--- src/design/gregorian_date_step_and_check_defines.svh ---
// Assertion macros for the Gregorian date step and check block.
// Included by the top level; depends on a clock i_clk and reset i_rst_n in scope.
`ifndef GREGORIAN_DATE_STEP_AND_CHECK_DEFINES_SVH
`define GREGORIAN_DATE_STEP_AND_CHECK_DEFINES_SVH

`ifndef SYNTHESIS

// Same-cycle implication, disabled while reset is low.
`define GDSC_ASSERT_SAME(label, ante, cons) \
    label: assert property (@(posedge i_clk) disable iff (!i_rst_n) (ante) |-> (cons)) \
        else $error("gdsc same-cycle check failed");

// Next-cycle implication, disabled while reset is low.
`define GDSC_ASSERT_NEXT(label, ante, cons) \
    label: assert property (@(posedge i_clk) disable iff (!i_rst_n) (ante) |=> (cons)) \
        else $error("gdsc next-cycle check failed");

`else

`define GDSC_ASSERT_SAME(label, ante, cons)
`define GDSC_ASSERT_NEXT(label, ante, cons)

`endif

`endif

--- src/design/gdsc_pkg.sv ---
// Shared constants and helper functions for the Gregorian date step and check block.
// No dependencies.
package gdsc_pkg;

    // Month numbers that the calendar logic tests by name.
    localparam logic [3:0] M_JAN = 4'd1;
    localparam logic [3:0] M_FEB = 4'd2;
    localparam logic [3:0] M_MAR = 4'd3;
    localparam logic [3:0] M_APR = 4'd4;
    localparam logic [3:0] M_MAY = 4'd5;
    localparam logic [3:0] M_JUN = 4'd6;
    localparam logic [3:0] M_JUL = 4'd7;
    localparam logic [3:0] M_AUG = 4'd8;
    localparam logic [3:0] M_SEP = 4'd9;
    localparam logic [3:0] M_OCT = 4'd10;
    localparam logic [3:0] M_NOV = 4'd11;
    localparam logic [3:0] M_DEC = 4'd12;

    // Month lengths.
    localparam logic [4:0] DAYS_28 = 5'd28;
    localparam logic [4:0] DAYS_29 = 5'd29;
    localparam logic [4:0] DAYS_30 = 5'd30;
    localparam logic [4:0] DAYS_31 = 5'd31;

    // Largest year accepted as a valid date.
    localparam logic [13:0] YEAR_MAX = 14'd9999;

    // Division by 25 as a multiply by a rounded-up reciprocal; exact for all 14-bit years.
    localparam int          DIV25_SHIFT = 19;
    localparam logic [14:0] DIV25_MUL   = 15'((2 ** DIV25_SHIFT + 24) / 25);

    // Length of a month; months outside 1 to 12 read as 31 and are masked later.
    function automatic logic [4:0] days_in(input logic [3:0] month, input logic leap);
        logic [4:0] len;
        case (month)
            M_APR, M_JUN, M_SEP, M_NOV: len = DAYS_30;
            M_FEB:                      len = leap ? DAYS_29 : DAYS_28;
            default:                    len = DAYS_31;
        endcase
        return len;
    endfunction

    // Quarter of a month 1 to 12; other codes give zero.
    function automatic logic [2:0] quarter_of(input logic [3:0] month);
        logic [2:0] q;
        case (month)
            M_JAN, M_FEB, M_MAR: q = 3'd1;
            M_APR, M_MAY, M_JUN: q = 3'd2;
            M_JUL, M_AUG, M_SEP: q = 3'd3;
            M_OCT, M_NOV, M_DEC: q = 3'd4;
            default:             q = 3'd0;
        endcase
        return q;
    endfunction

endpackage

--- src/design/gregorian_date_step_and_check.sv ---
// Gregorian date step and check: validity, quarter, month length, next and previous date.
// Depends on gdsc_pkg and gregorian_date_step_and_check_defines.svh.
//
// Each input item is one date; each yields exactly one result item, and while the input
// is not stalled a new date is accepted on every cycle. The three register stages are a
// divide-by-25 reciprocal multiply for the leap-year test, the leap year and month lengths,
// and the next/previous step, whose registers also serve as the output register. Every
// stage holds its own valid bit, so backpressure fills bubbles before it reaches the input.
// An invalid date (day 0, month 0 or above 12, year above 9999, or day past month end)
// gives a result with valid_res low and every data field zero.
`include "gregorian_date_step_and_check_defines.svh"

module gregorian_date_step_and_check (
    input  logic        i_clk,
    input  logic        i_rst_n,
    // Input date items.
    input  logic        s_axis_tvalid,
    output logic        s_axis_tready,
    input  logic [23:0] s_axis_tdata,  // day[4:0], month[8:5], year[22:9], zero[23]
    // Result items.
    output logic        m_axis_tvalid,
    input  logic        m_axis_tready,
    // quarter[2:0], month_days[7:3], next_day[12:8], next_month[16:13],
    // next_year[30:17], prev_day[35:31], prev_month[39:36], prev_year[54:40], zero[55]
    output logic [55:0] m_axis_tdata,
    output logic        m_axis_tuser   // valid_res[0]
);

    // Stage valid bits and per-stage ready.
    logic r_v1, r_v2, r_v3;
    logic rdy1, rdy2, rdy3;

    assign rdy3          = !r_v3 || m_axis_tready;
    assign rdy2          = !r_v2 || rdy3;
    assign rdy1          = !r_v1 || rdy2;
    assign s_axis_tready = rdy1;

    always_ff @(posedge i_clk) begin
        if (!i_rst_n) begin
            r_v1 <= 1'b0;
            r_v2 <= 1'b0;
            r_v3 <= 1'b0;
        end else begin
            if (rdy1) begin
                r_v1 <= s_axis_tvalid;
            end
            if (rdy2) begin
                r_v2 <= r_v1;
            end
            if (rdy3) begin
                r_v3 <= r_v2;
            end
        end
    end

    // Stage 1: unpack, range checks, and the reciprocal multiply for year / 25.
    logic [4:0]  in_day;
    logic [3:0]  in_month;
    logic [13:0] in_year;
    logic [28:0] n1_prod;
    logic        n1_range_ok;

    assign in_day      = s_axis_tdata[4:0];
    assign in_month    = s_axis_tdata[8:5];
    assign in_year     = s_axis_tdata[22:9];
    assign n1_prod     = {15'd0, in_year} * {14'd0, gdsc_pkg::DIV25_MUL};
    assign n1_range_ok = (in_day != 5'd0) && (in_month != 4'd0)
                      && (in_month <= gdsc_pkg::M_DEC) && (in_year <= gdsc_pkg::YEAR_MAX);

    logic [4:0]  r_s1_day;
    logic [3:0]  r_s1_month;
    logic [13:0] r_s1_year;
    logic [9:0]  r_s1_q25;
    logic        r_s1_range_ok;

    always_ff @(posedge i_clk) begin
        if (rdy1) begin
            r_s1_day      <= in_day;
            r_s1_month    <= in_month;
            r_s1_year     <= in_year;
            r_s1_q25      <= n1_prod[gdsc_pkg::DIV25_SHIFT +: 10];
            r_s1_range_ok <= n1_range_ok;
        end
    end

    // Stage 2: leap year by the 4/100/400 rule, both month lengths, the quarter, and validity.
    logic [14:0] n2_q25x25;
    logic [14:0] n2_rem25;
    logic        n2_div25;
    logic        n2_leap;
    logic [3:0]  n2_prev_month;
    logic [4:0]  n2_len;
    logic [4:0]  n2_plen;

    assign n2_q25x25     = {1'b0, r_s1_q25, 4'd0} + {2'b0, r_s1_q25, 3'd0} + {5'd0, r_s1_q25};
    assign n2_rem25      = {1'b0, r_s1_year} - n2_q25x25;
    assign n2_div25      = (n2_rem25 == 15'd0);
    // Divisible by 100 means by 4 and 25; by 400 means by 16 and 25.
    assign n2_leap       = ((r_s1_year[1:0] == 2'd0) && !n2_div25)
                        || ((r_s1_year[3:0] == 4'd0) && n2_div25);
    assign n2_prev_month = (r_s1_month == gdsc_pkg::M_JAN) ? gdsc_pkg::M_DEC
                                                           : r_s1_month - 4'd1;
    assign n2_len        = gdsc_pkg::days_in(r_s1_month, n2_leap);
    assign n2_plen       = gdsc_pkg::days_in(n2_prev_month, n2_leap);

    logic [4:0]  r_s2_day;
    logic [3:0]  r_s2_month;
    logic [13:0] r_s2_year;
    logic [4:0]  r_s2_len;
    logic [4:0]  r_s2_plen;
    logic [2:0]  r_s2_quarter;
    logic        r_s2_valid;

    always_ff @(posedge i_clk) begin
        if (rdy2) begin
            r_s2_day     <= r_s1_day;
            r_s2_month   <= r_s1_month;
            r_s2_year    <= r_s1_year;
            r_s2_len     <= n2_len;
            r_s2_plen    <= n2_plen;
            r_s2_quarter <= gdsc_pkg::quarter_of(r_s1_month);
            r_s2_valid   <= r_s1_range_ok && (r_s1_day <= n2_len);
        end
    end

    // Stage 3: step forward and back one day, zero everything for an invalid date.
    logic [4:0]  n3_next_day, n3_prev_day;
    logic [3:0]  n3_next_month, n3_prev_month;
    logic [13:0] n3_next_year;
    logic [14:0] n3_prev_year;

    always_comb begin
        n3_next_day   = r_s2_day + 5'd1;
        n3_next_month = r_s2_month;
        n3_next_year  = r_s2_year;
        if (r_s2_day >= r_s2_len) begin
            n3_next_day = 5'd1;
            if (r_s2_month == gdsc_pkg::M_DEC) begin
                n3_next_month = gdsc_pkg::M_JAN;
                n3_next_year  = r_s2_year + 14'd1;
            end else begin
                n3_next_month = r_s2_month + 4'd1;
            end
        end

        n3_prev_day   = r_s2_day - 5'd1;
        n3_prev_month = r_s2_month;
        n3_prev_year  = {1'b0, r_s2_year};
        if (r_s2_day <= 5'd1) begin
            if (r_s2_month == gdsc_pkg::M_JAN) begin
                // New Year's Day steps back to the last day of the year before.
                n3_prev_day   = gdsc_pkg::DAYS_31;
                n3_prev_month = gdsc_pkg::M_DEC;
                n3_prev_year  = {1'b0, r_s2_year} - 15'd1;
            end else begin
                n3_prev_day   = r_s2_plen;
                n3_prev_month = r_s2_month - 4'd1;
            end
        end
    end

    logic [55:0] r_s3_data;
    logic        r_s3_valid_res;

    always_ff @(posedge i_clk) begin
        if (rdy3) begin
            r_s3_valid_res <= r_s2_valid;
            if (r_s2_valid) begin
                r_s3_data <= {1'b0, n3_prev_year, n3_prev_month, n3_prev_day, n3_next_year,
                              n3_next_month, n3_next_day, r_s2_len, r_s2_quarter};
            end else begin
                r_s3_data <= 56'd0;
            end
        end
    end

    assign m_axis_tvalid = r_v3;
    assign m_axis_tdata  = r_s3_data;
    assign m_axis_tuser  = r_s3_valid_res;

    // Checks on the pipeline and the result masking.
    `GDSC_ASSERT_SAME(a_invalid_zero, r_v3 && !r_s3_valid_res, r_s3_data == 56'd0)
    `GDSC_ASSERT_SAME(a_valid_len, r_v3 && r_s3_valid_res, r_s3_data[7:3] >= gdsc_pkg::DAYS_28)
    `GDSC_ASSERT_NEXT(a_accept_fills, s_axis_tvalid && s_axis_tready, r_v1)
    `GDSC_ASSERT_NEXT(a_stage1_holds, r_v1 && !rdy2, r_v1 && $stable(r_s1_year))

endmodule

--- config.mk ---
export PLATFORM = sky130hd
export DESIGN_NAME = gregorian_date_step_and_check
export DESIGN_NICKNAME = d
export VERILOG_FILES = /design/src/design/gdsc_pkg.sv /design/src/design/gregorian_date_step_and_check.sv
export VERILOG_INCLUDE_DIRS = /design/src /design/src/design
export SDC_FILE = /design/constraint.sdc
export NUM_CORES = 1
export LEC_CHECK = 0
export BUFFER_PORTS_ARGS = -buffer_cell sky130_fd_sc_hd__buf_2
export CAP_MARGIN = 20
export CELL_PAD_IN_SITES_DETAIL_PLACEMENT = 1
export CELL_PAD_IN_SITES_GLOBAL_PLACEMENT = 1
export CORE_UTILIZATION = 40
export DETAILED_ROUTE_END_ITERATION = 16
export GPL_TIMING_DRIVEN = 0
export PLACE_DENSITY_LB_ADDON = 0.1
export SYNTH_ARGS = -nofsm -noshare
export SYNTH_HDL_FRONTEND = slang
export SYNTH_SLANG_ARGS = --single-unit
--- constraint.sdc ---
create_clock -name i_clk -period 12.9 [get_ports i_clk]
set_clock_uncertainty 0.2 [all_clocks]
set_input_delay 0 -clock i_clk [delete_from_list [all_inputs] [get_ports i_clk]]
set_output_delay 0 -clock i_clk [all_outputs]
set_load 0.02 [all_outputs]
# Yosys cells after proc, flatten, opt, wreduce, memory -nomap -nowiden
# Memory sizes are Yosys's and may differ from the RTL's. A register that Yosys moved wholly into a read port is not among the register bits.
# Cells that the tools add are included.
# word_totals
ff_bits,128
romBits,48
inputBits,28
output_inout_bits,59
elab_cells,88
n_memories,1
# classes
add_sub_neg,10
n_mul,1
magnitude_cmp,5
eq_ne,13
mux,15
bitwise,1
n_reduce_logical,23
# memory_table
name,depth,word_bits,read_ports,rd_clocked_by_memory_dff,write_ports,line,rtl
(name not given),16,3,1,1,0,gdsc_pkg.sv:46,case (month)
# op_table
operator,n
two-way mux 14 bit,4
multiplier 14 x 13 -> 27 bit (second input constant),1
equality test 4 bit (second input constant),5
two-way mux 4 bit,5
equality test 4 x 3 -> 1 bit (second input constant),4
adder 14 x 13 -> 15 bit,1
adder 15 x 10 -> 15 bit,1
zero test 15 bit,1
subtractor 14 x 1 -> 15 bit (second input constant),1
subtractor 14 x 15 -> 15 bit,1
adder 14 x 1 -> 14 bit (second input constant),1
<= comparator 14 bit (second input constant),1
two-way mux 5 bit,2
equality test 4 x 1 -> 1 bit (second input constant),2
equality test 4 x 2 -> 1 bit (second input constant),2
one-hot mux 2 bit (2 select lines),2
OR reduction 4 bit,2
subtractor 4 x 1 -> 4 bit (second input constant),2
logical AND 1 bit,6
adder 5 x 1 -> 5 bit (second input constant),1
greater-or-equal comparator 5 bit,1
<= comparator 5 x 1 -> 1 bit (second input constant),1
<= comparator 5 bit,1
nonzero test 5 bit,1
12 further kinds,19

# Depth between registers and ports, before layout
# Gate-level depths: netlist of the first run.
# logic_depth
ltp_word,11
mapped_depth,20
mapped_depth_nobuf,20

# Worst setup path after synthesis of the first run
# OpenSTA, ideal clock, no wires.
# synth_timing
path_type,input port to flip-flop
start,in s_axis_tdata[17]
end,"reg r_s1_q25[9], data pin"
t_arrival_ns,4.365
setup_slack_ns,8.132
path_stages,17
path_buffers,0
path_cell_list,ha_1 > inv_1 > fa_1 > inv_1 > fa_1 > inv_1 > fa_1 > fa_1 > inv_1 > ha_1 > nand4_1 > or4_1 > a21o_1 > o21ai_1 > o41ai_4 > mux2i_1 > a2111oi_1
# synth_between
elab_chain_cells,1
# synth_lines
item,line,rtl
from (decl),gregorian_date_step_and_check.sv:19,"input logic [23:0] s_axis_tdata,"
multiplier 14 x 13 -> 27 bit,gregorian_date_step_and_check.sv:66,"assign n1_prod = {15'd0, in_year} * {14'd0, gdsc_pkg::DIV25_MUL};"
net n1_prod[28],gregorian_date_step_and_check.sv:60,logic [28:0] n1_prod;
to (signal assigned),gregorian_date_step_and_check.sv:81,r_s1_q25 <= n1_prod[gdsc_pkg::DIV25_SHIFT +: 10];
to (decl),gregorian_date_step_and_check.sv:73,logic [9:0] r_s1_q25;
# The timed path passes the listed nets, and every way through them passes these cells.
# A chain may end at the register's enable or synchronous reset.

# Final worst setup path of the first run
# Ends and elaborated chain as after synthesis.

==> out/results.tsv, run 1 <==
metric	value	unit
drv_slew	0	
clock_tree.buffer_depth	2	
outcome	completed	
ff_latch_area	3630	um^2
drt-wirelength-per-cell	15.7	um
synth-simple-area-share	11.1	%
grt_pass1_wl	36.2	mm
num-nets-final	1285	
drt_drc_violations_left	0	
finalWirelength	21.6	mm
netlist_cell_types	72	
ys_seq_area_share	36.1	%
cts_tree	built	
critical_path_class	primary input to register	
num_antenna_cells	0	
cts.htree.levels	4	
synth_compound_area_share	8.09	%
clock_latency	0.42	ns
gpl.final_weighted_congestion	0.796	
main_combinational_cell_family_by_area_after_synthesis	adder cells	
crit_path_start_kind	primary input	
hold_viol	0	
p_per_area	240	nW/um^2
syn_area_per_cell	11.1	um^2
leftover_overflow_at_the_end_of_global_routing	0	
viasPerCell	4.86	
final_cells	1378	
post_route_antenna_net_violation_count	0	
postCtsSetupRepairBufs	0	
synth_xor_area_share	3.74	%
grt_start_max_net_pins	48	
reg2reg_setup_slack	7.78	ns
critical_path.endpoint_type	register	
initial_utilization	41.1	%
yosysWarnings	0	
detailedRoute.firstIterationViolations	192	
async_flop_share	0	%
synthTopCellsByArea	edfxtp_1, ha_1, fa_1	
core_area	24500	um^2
synth_edf_count	119	
top_level_ports	87	
critical_path_arrival	5.56	ns
final.fill_count	2687	
worst_setup_hold_path_clk_slew	0.06	ns
finalCriticalPeriod	5.55	ns
synthesis.nets	1152	
post_synth_fa_ha_maj_area_fraction	32.7	%
max_slew.worst_pin.slew	0.894	ns
first_global_vias	7258	
critical_path_peak_fanout	8	
power	2.83	mW
post_synth_instance_area	10100	um^2
die_area	25800	um^2
power.ir.vdd_worst	0.137	mV
setup_violations	0	
antenna_found_initial	0	
fin_setup_tns	0	ns
cts_inserted_buffers	17	
global_route.usage.total	18.0	%
drive_gt1_share	13.1	%
die_width	161	um
rsz0062_at_grt	false	
final.period_utilization	43.0	%
fp.dieH	161	um
vias	6701	
first_pass_iters	4	
synth.area.mux_share	0.609	%
clock.fmax	180	MHz
place_inst	1318	
post-synth-top-area-cell	edfxtp_1	
static_leak	5.52	nW
portBuffers	84	
synth_seq_cells	122	
synth.top_cell.area_share	35.5	%
min_path_type	primary input to register	
cap_viol_max_count	0	
clock_sink_count	122	
syn2layout_area_growth	17.3	%
ctsRootBufferMaster	clkbuf_16	
slew_headroom	40.4	%
multi_input_area	5680	um^2
cp_data_required_time	12.91	ns
hpwlAfterDp	17.5	mm
postSynth.topFlopCell	edfxtp_1	
synthesis.instances	908	
fp-row-count	57	
[cell families (layout without fill, tap and decap cells)]
kind of cell,Yosys count,after routing
AOI/OAI and AO/OA,117,117
xor gates and xnor gates,43,43
adders and majority gates,216,216
buffers and inverters,191,337
DFF,122,122
muxes,6,6
other,1,1
and+or+nand+nor,212,212
[cell usage in the layout, fill, tap and decap left out, types with 9 or more instances in the layout]
master | synthesis | routed
o21ai_0 | 20 | 20
nor2b_1 | 9 | 9
nor2_1 | 38 | 38
nand3_1 | 19 | 18
ha_1 | 137 | 137
nand2b_1 | 9 | 9
dlygate4sd3_1 | 0 | 28
a21oi_1 | 30 | 30
and2_1 | 33 | 33
edfxtp_1 | 119 | 119
inv_1 | 169 | 168
nand4_1 | 9 | 9
xor2_1 | 14 | 14
xnor2_1 | 29 | 29
nor3_1 | 15 | 15
nand2_1 | 42 | 42
clkbuf_16 | 0 | 17
clkbuf_1 | 14 | 19
fa_1 | 79 | 79
buf_2 | 0 | 84
[area by class of cell]
cell class / instances / area share [%]
buffer: 22 / 1.06
clock buffer: 23 / 3.88
clock inverter: 9 / 1.07
inverter: 169 / 5.37
multi-input combinational: 595 / 48.1
sequential: 122 / 30.8
tap: 324 / 3.43
timing repair buffer: 114 / 6.34
[repair_timing]
action | CTS | global route
endpoints found under the hold margin | 34 | 0
hold buffers | 28 | 0
resized for setup | 0 | 0
[worst paths after layout]
path / start / end / cells after the start
setup / recovery: s_axis_tdata[17] / r_s1_q25[9] / 19
hold / removal: s_axis_tdata[1] / r_s1_day[1] / 2
setup reg to reg: r_s1_q25[1] / r_s2_valid / 16
hold reg to reg: r_s1_day[4] / r_s2_day[4] / 0
[registers in the layout, indices dropped and copies added, names as in the netlist]
| signal | cells |
|---|---|
| r_s1_range_ok | 1 |
| r_s2_len | 2 |
| r_s1_day | 5 |
| r_s1_year | 14 |
| r_s2_year | 14 |
| r_v1 | 1 |
| r_s2_plen | 2 |
| m_axis_tuser | 1 |
| m_axis_tvalid | 1 |
| r_s2_day | 5 |
| r_s2_valid | 1 |
| r_v2 | 1 |
| r_s2_month | 4 |
| m_axis_tdata | 53 |
| r_s1_month | 4 |
| r_s2_quarter | 3 |
| r_s1_q25 | 10 |
[Yosys cell counts (all sizes together), types with 10 or more instances]
library cell,n
ha,137
clkbuf,16
edfxtp,119
nand2,42
xor2,14
a21oi,31
nor2,38
nor3,15
a21boi,10
o21ai,26
fa,79
and2,33
inv,169
xnor2,29
nand3,19
[power breakdown]
group          total, mW  internal, mW  switching, mW
clock network      0.472         0.307          0.164
registers          0.527         0.500         0.0265
logic               1.83         0.769           1.07
[layer usage]
layer | track usage, % | share of wire (%)
met5 | 0 | 0
met4 | 6.32 | 2.4
met3 | 3.05 | 2.6
met2 | 32.8 | 52
met1 | 21.4 | 43
[critical path, cell delays in order]
cell and delay (ns):
dlygate4sd3_1 0.53, buf_2 0.21, ha_1 0.33, inv_1 0.07, fa_1 0.52, inv_1 0.06, fa_1 0.49, inv_1 0.05
fa_1 0.46, fa_1 0.54, inv_1 0.04, ha_1 0.31, nand4_1 0.13, or4_1 0.61, a21o_1 0.23, o21ai_1 0.31
o41ai_4 0.14, mux2i_1 0.14, a2111oi_1 0.38
[per-stage QoR]
step | setup slack, ns | utilization [%] | hold slack, ns | instance area [um^2]
2_1_floorplan | 8.13 | - | -0.101 | 10100
3_3_place_gp | 7.42 | 44.5 | -0.00508 | 10900
3_5_place_dp | 7.42 | 44.7 | -0.00407 | 10900
4_1_cts | 7.32 | 48.3 | 0.0931 | 11800
5_1_grt | 7.08 | 48.3 | 0.107 | 11800
6_report | 7.35 | 48.3 | 0.118 | 11800
Power figures use the tool's default switching activity.
==> run 2, diff against run 1 <==
Clock period 12.9 ns to 5.4 ns, I/O delays scaled along.
==> run 2 against run 1 <==
Net effect: design area grew 0.74%; critical path depth shrank 2; register-to-register slack lost 7.5 ns; critical path type unchanged.
==> out/results.tsv, run 2 (same netlist as run 1, synthesis figures left out) <==
metric	value	unit	change
num_antenna_cells	0		unchanged
power	6.84	mW	+140%
finalCriticalPeriod	5.16	ns	
hpwlAfterDp	17.5	mm	unchanged
final_design_utilization	48.6	%	+0.36 points
cts_tree	built		
drt_drc_violations_left	0		unchanged
hold_viol	0		unchanged
core_area	24500	um^2	unchanged
max_slew.worst_pin.slew	0.875	ns	-0.0192 ns
final_cells	1383		+0.36%
cp_data_required_time	5.44	ns	-7.47 ns
place_inst	1318		unchanged
gpl.final_weighted_congestion	0.796		unchanged
ctsRootBufferMaster	clkbuf_16		
postPlaceCellArea	10900	um^2	unchanged
antenna_found_initial	0		unchanged
worst_setup_hold_path_clk_slew	0.06	ns	about the same
crit_path_start_kind	primary input		
clock_sink_count	122		unchanged
grt_start_max_net_pins	48		unchanged
outcome	completed		
grt_pass1_wl	36.5	mm	+0.93%
clock_tree.buffer_depth	2		unchanged
mostFrequentLayoutCell	inv_1		
largest_reg_flops	53		unchanged
fp.dieH	161	um	unchanged
drt-wirelength-per-cell	15.9	um	+1.0%
slew_headroom	41.7	%	+1.3 points
final.period_utilization	95.5	%	
p_per_area	575	nW/um^2	+140%
rr_startpoint	r_s1_q25[0]		
setup_violations	0		unchanged
cts_inserted_buffers	17		unchanged
first_global_vias	7298		+0.55%
clock.fmax	194	MHz	
syn2layout_area_growth	18.2	%	
leftover_overflow_at_the_end_of_global_routing	0		unchanged
fp-row-count	57		unchanged
num-nets-final	1290		+0.39%
die_area	25800	um^2	unchanged
min-delay-start	s_axis_tdata[1]		
global_route.usage.total	18.2	%	+0.17 points
portBuffers	84		unchanged
top_level_ports	87		unchanged
first_pass_iters	4		unchanged
finalWirelength	21.9	mm	+1.4%
power.ir.vdd_worst	0.327	mV	+140%
vias	6725		+0.36%
critical_path_class	primary input to register		
post_route_antenna_net_violation_count	0		unchanged
drive_gt1_share	14.2	%	+1.1 points
viasPerCell	4.86		about the same
drv_slew	0		unchanged
critical_path_peak_fanout	7		-1
most-common-layout-cells	inv_1, ha_1, edfxtp_1		
min_path_type	primary input to register		
critical_path_arrival	5.19	ns	-0.37 ns
design_area	11900	um^2	+0.74%
static_leak	5.54	nW	+0.49%
cap_viol_max_count	0		unchanged
cts.htree.levels	4		unchanged
die_width	161	um	unchanged
detailedRoute.firstIterationViolations	207		+7.8%
crit_start	s_axis_tdata[15]		
initial_utilization	41.1	%	unchanged
clock_latency	0.42	ns	about the same
critical_path.endpoint_type	register		
run 2: cell types whose count changed in the layout (fill, tap and decap cells not counted), sizes merged:
cell	delta
clkinvlp	+1
buf	+2
inv	-1
clkbuf	+3
run 2: final cells by class:
class                      instances  area [um^2]
fill                            2683        12600
multi-input combinational        595         5710
sequential                       122         3630
timing repair buffer             119          796
inverter                         169          638
clock buffer                      23          458
tap                              324          405
clock inverter                     9          126
buffer                            22          125
run 2: layer usage:
layer / routed length [um] / vias up / share of wire [%] / track usage, %
met5: 0 / - / 0 / 0
met4: 507 / 0 / 2.3 / 6.41
met3: 516 / 33 / 2.4 / 3.05
met2: 11300 / 98 / 52 / 32.8
met1: 9600 / 3245 / 44 / 21.8
li1: - / 3349 / - / -
run 2: worst max-delay path: stages:
cell	delay, ns
dlygate4sd3_1	0.53
buf_2	0.20
fa_1	0.57
ha_1	0.16
inv_1	0.05
fa_1	0.52
inv_1	0.05
fa_1	0.48
fa_1	0.49
ha_1	0.34
nand4_1	0.17
or4_4	0.57
a21o_1	0.26
o21ai_4	0.21
o41ai_4	0.11
mux2i_1	0.15
a2111oi_2	0.33
run 2: final timing paths:
| check | endpoint | depth (start not counted) | slack [ns] |
|---|---|---|---|
| setup reg to reg | r_s2_valid | 16 | 0.31 |
| hold / removal | r_s1_day[1] | 2 | 0.12 |
| setup / recovery | r_s1_q25[9] | 17 | 0.24 |
| hold reg to reg | r_s2_day[4] | 0 | 0.26 |
run 2: what timing repair did:
| item | in CTS | in global routing |
|---|---|---|
| setup buffers | 0 | 5 |
| gates resized for setup | 0 | 15 |
| hold buffers | 28 | 0 |
| hold endpoints to repair | 34 | 0 |
| endpoints found under the setup margin | 0 | 3 |
run 2: where the power goes:
group / switching (mW) / internal [mW] / total, mW / leakage [nW]
clock network: 0.393 / 0.734 / 1.13 / 0.285
logic: 2.58 / 1.88 / 4.46 / 3.93
registers: 0.0640 / 1.19 / 1.26 / 1.33
run 2: through the flow:
stage | setup WS [ns] | setup TNS [ns] | hold slack [ns]
floorplan | 0.632 | 0 | -0.101
global placement | -0.0833 | -0.0833 | -0.00508
detailed placement | -0.0751 | -0.0751 | -0.00407
CTS | 0.0152 | 0 | 0.0931
global route | -0.000669 | -0.000669 | 0.107
finish | 0.241 | 0 | 0.117
==> run 3, diff against run 2 <==
Settings changed: CORE_ASPECT_RATIO set to 1.25.
==> run 3 against run 2 <==
Net effect: sequential share of layout area barely moved; first-iteration DRC count is 18% lower; critical path depth down 1; via count increased by 1.3%; core utilization shrank 0.29 points; clock power hardly changed; register-to-register slack got worse by 0.09 ns; wire length rose by 1.8%; design area shrank 0.11%; fmax fell by 0.43%; highest routed layer unchanged; largest power group unchanged; largest cell class unchanged.
==> out/results.tsv, run 3 (same netlist as run 1, synthesis figures left out) <==
metric	value	unit	change
leftover_overflow_at_the_end_of_global_routing	0		unchanged
drv_slew	0		unchanged
die_area	25800	um^2	about the same
setup_violations	0		unchanged
slew_headroom	42.3	%	+0.68 points
drt-wirelength-per-cell	16.1	um	+1.6%
fp.dieH	179	um	+12%
p_per_area	580	nW/um^2	+0.83%
syn2layout_area_growth	18.1	%	
grt_pass1_wl	36.1	mm	-1.1%
num-nets-final	1288		-0.16%
worst_setup_hold_path_clk_slew	0.05	ns	about the same
crit_path_start_kind	register		
die_width	144	um	-10%
timing.critical_path.max_delay_family	adder cells		
critical_path_arrival	5.14	ns	-0.05 ns
initial_utilization	40.9	%	-0.20 points
hold_viol	0		unchanged
final_design_utilization	48.3	%	-0.29 points
finalWirelength	22.3	mm	+1.8%
cts_tree	built		
rsz0062_at_grt	false		
cpMaxStageDelayCell	or4_1		
first_global_vias	7210		-1.2%
postPlaceCellArea	10900	um^2	about the same
core_area	24600	um^2	+0.50%
drt_drc_violations_left	0		unchanged
critical_path_class	register to register		
multi_input_area	5710	um^2	-0.11%
cts.htree.levels	4		unchanged
critical_path.endpoint_type	register		
vias	6810		+1.3%
timing.critical_path.cells	inv_1, fa_1, fa_1, ha_1, o21ai_1, a21oi_2, or3b_1, a22o_1, or4_1, a2111o_1, nor2_1, a31oi_1, ha_1, nand2_1, nand4_1, o21a_1		
drive_gt1_share	13.7	%	-0.42 points
design_area	11900	um^2	-0.11%
ff_latch_area	3630	um^2	unchanged
power	6.89	mW	+0.73%
final.period_utilization	96.0	%	+0.41 points
finalCriticalPeriod	5.18	ns	+0.0221 ns
timing.final.ws_setup	0.219	ns	-0.0221 ns
cp_slowest_stage_delay	0.50	ns	-0.07 ns
place_inst	1324		+0.46%
cap_viol_max_count	0		unchanged
final.fill_count	2699		+0.60%
gpl.final_weighted_congestion	0.810		+1.7%
detailedRoute.firstIterationViolations	170		-18%
global_route.usage.total	18.7	%	+0.47 points
grt_start_max_net_pins	49		+2.1%
max_slew.worst_pin.slew	0.865	ns	-0.0103 ns
most-common-layout-cells	inv_1, ha_1, edfxtp_1		
cts_inserted_buffers	17		unchanged
clock_sink_count	122		unchanged
fp-row-count	64		+12%
cp_data_required_time	5.36	ns	-0.08 ns
antenna_found_initial	0		unchanged
post_route_antenna_net_violation_count	0		unchanged
fin_setup_tns	0	ns	unchanged
final_cells	1386		+0.22%
outcome	completed		
timing.critical_path.buf_inv	1		-3
min_path_type	primary input to register		
pre_cts_slack	-0.0706	ns	+0.00441 ns
static_leak	5.54	nW	about the same
largest_reg_flops	53		unchanged
critical_path_peak_fanout	5		-2
clock_tree.buffer_depth	2		unchanged
portBuffers	84		unchanged
top_level_ports	87		unchanged
first_pass_iters	4		unchanged
mostFrequentLayoutCell	inv_1		
clock.fmax	193	MHz	-0.43%
ctsRootBufferMaster	clkbuf_16		
hpwlAfterDp	17.6	mm	+0.80%
clock_latency	0.42	ns	about the same
viasPerCell	4.91		+1.0%
power.ir.vdd_worst	0.346	mV	+5.9%
fin_worst_hold_slack	0.131	ns	+0.0136 ns
-- run 3: layout make-up --
| class | count | area share (%) |
|---|---|---|
| Inverter | 169 | 5.37 |
| Clock buffer | 21 | 3.71 |
| Timing Repair Buffer | 117 | 6.53 |
| Sequential cell | 122 | 30.6 |
| Antenna cell | 1 | 0.0211 |
| Clock inverter | 9 | 1.24 |
| Buffer | 22 | 1.05 |
| Multi-Input combinational cell | 595 | 48.0 |
| Tap cell | 330 | 3.48 |
-- run 3: worst paths after layout --
check	startpoint	endpoint	slack [ns]	cells after the start
worst max-delay path	r_s1_q25[1]	r_s2_valid	0.22	16
worst min-delay path	s_axis_tdata[1]	r_s1_day[1]	0.13	2
worst max register to register	r_s1_q25[1]	r_s2_valid	0.22	16
worst min register to register	r_s1_day[4]	r_s2_day[4]	0.26	0
-- run 3: per-layer routing --
layer  part of all wire [%]  GRT usage (%)
met3                    2.2           2.68
met4                    2.7           7.76
met5                      0              0
met2                     56           36.0
met1                     39           20.2
-- run 3: where the power goes --
group          switching, mW  internal [mW]
combinational           2.63           1.86
clock                  0.385          0.763
sequential            0.0629           1.19
-- run 3: timing repair --
action                                  in CTS  in global routing
hold endpoints to repair                    33                  0
buffers inserted                             0                  4
resized for setup                            0                  9
endpoints found under the setup margin       0                  2
hold buffers                                27                  0
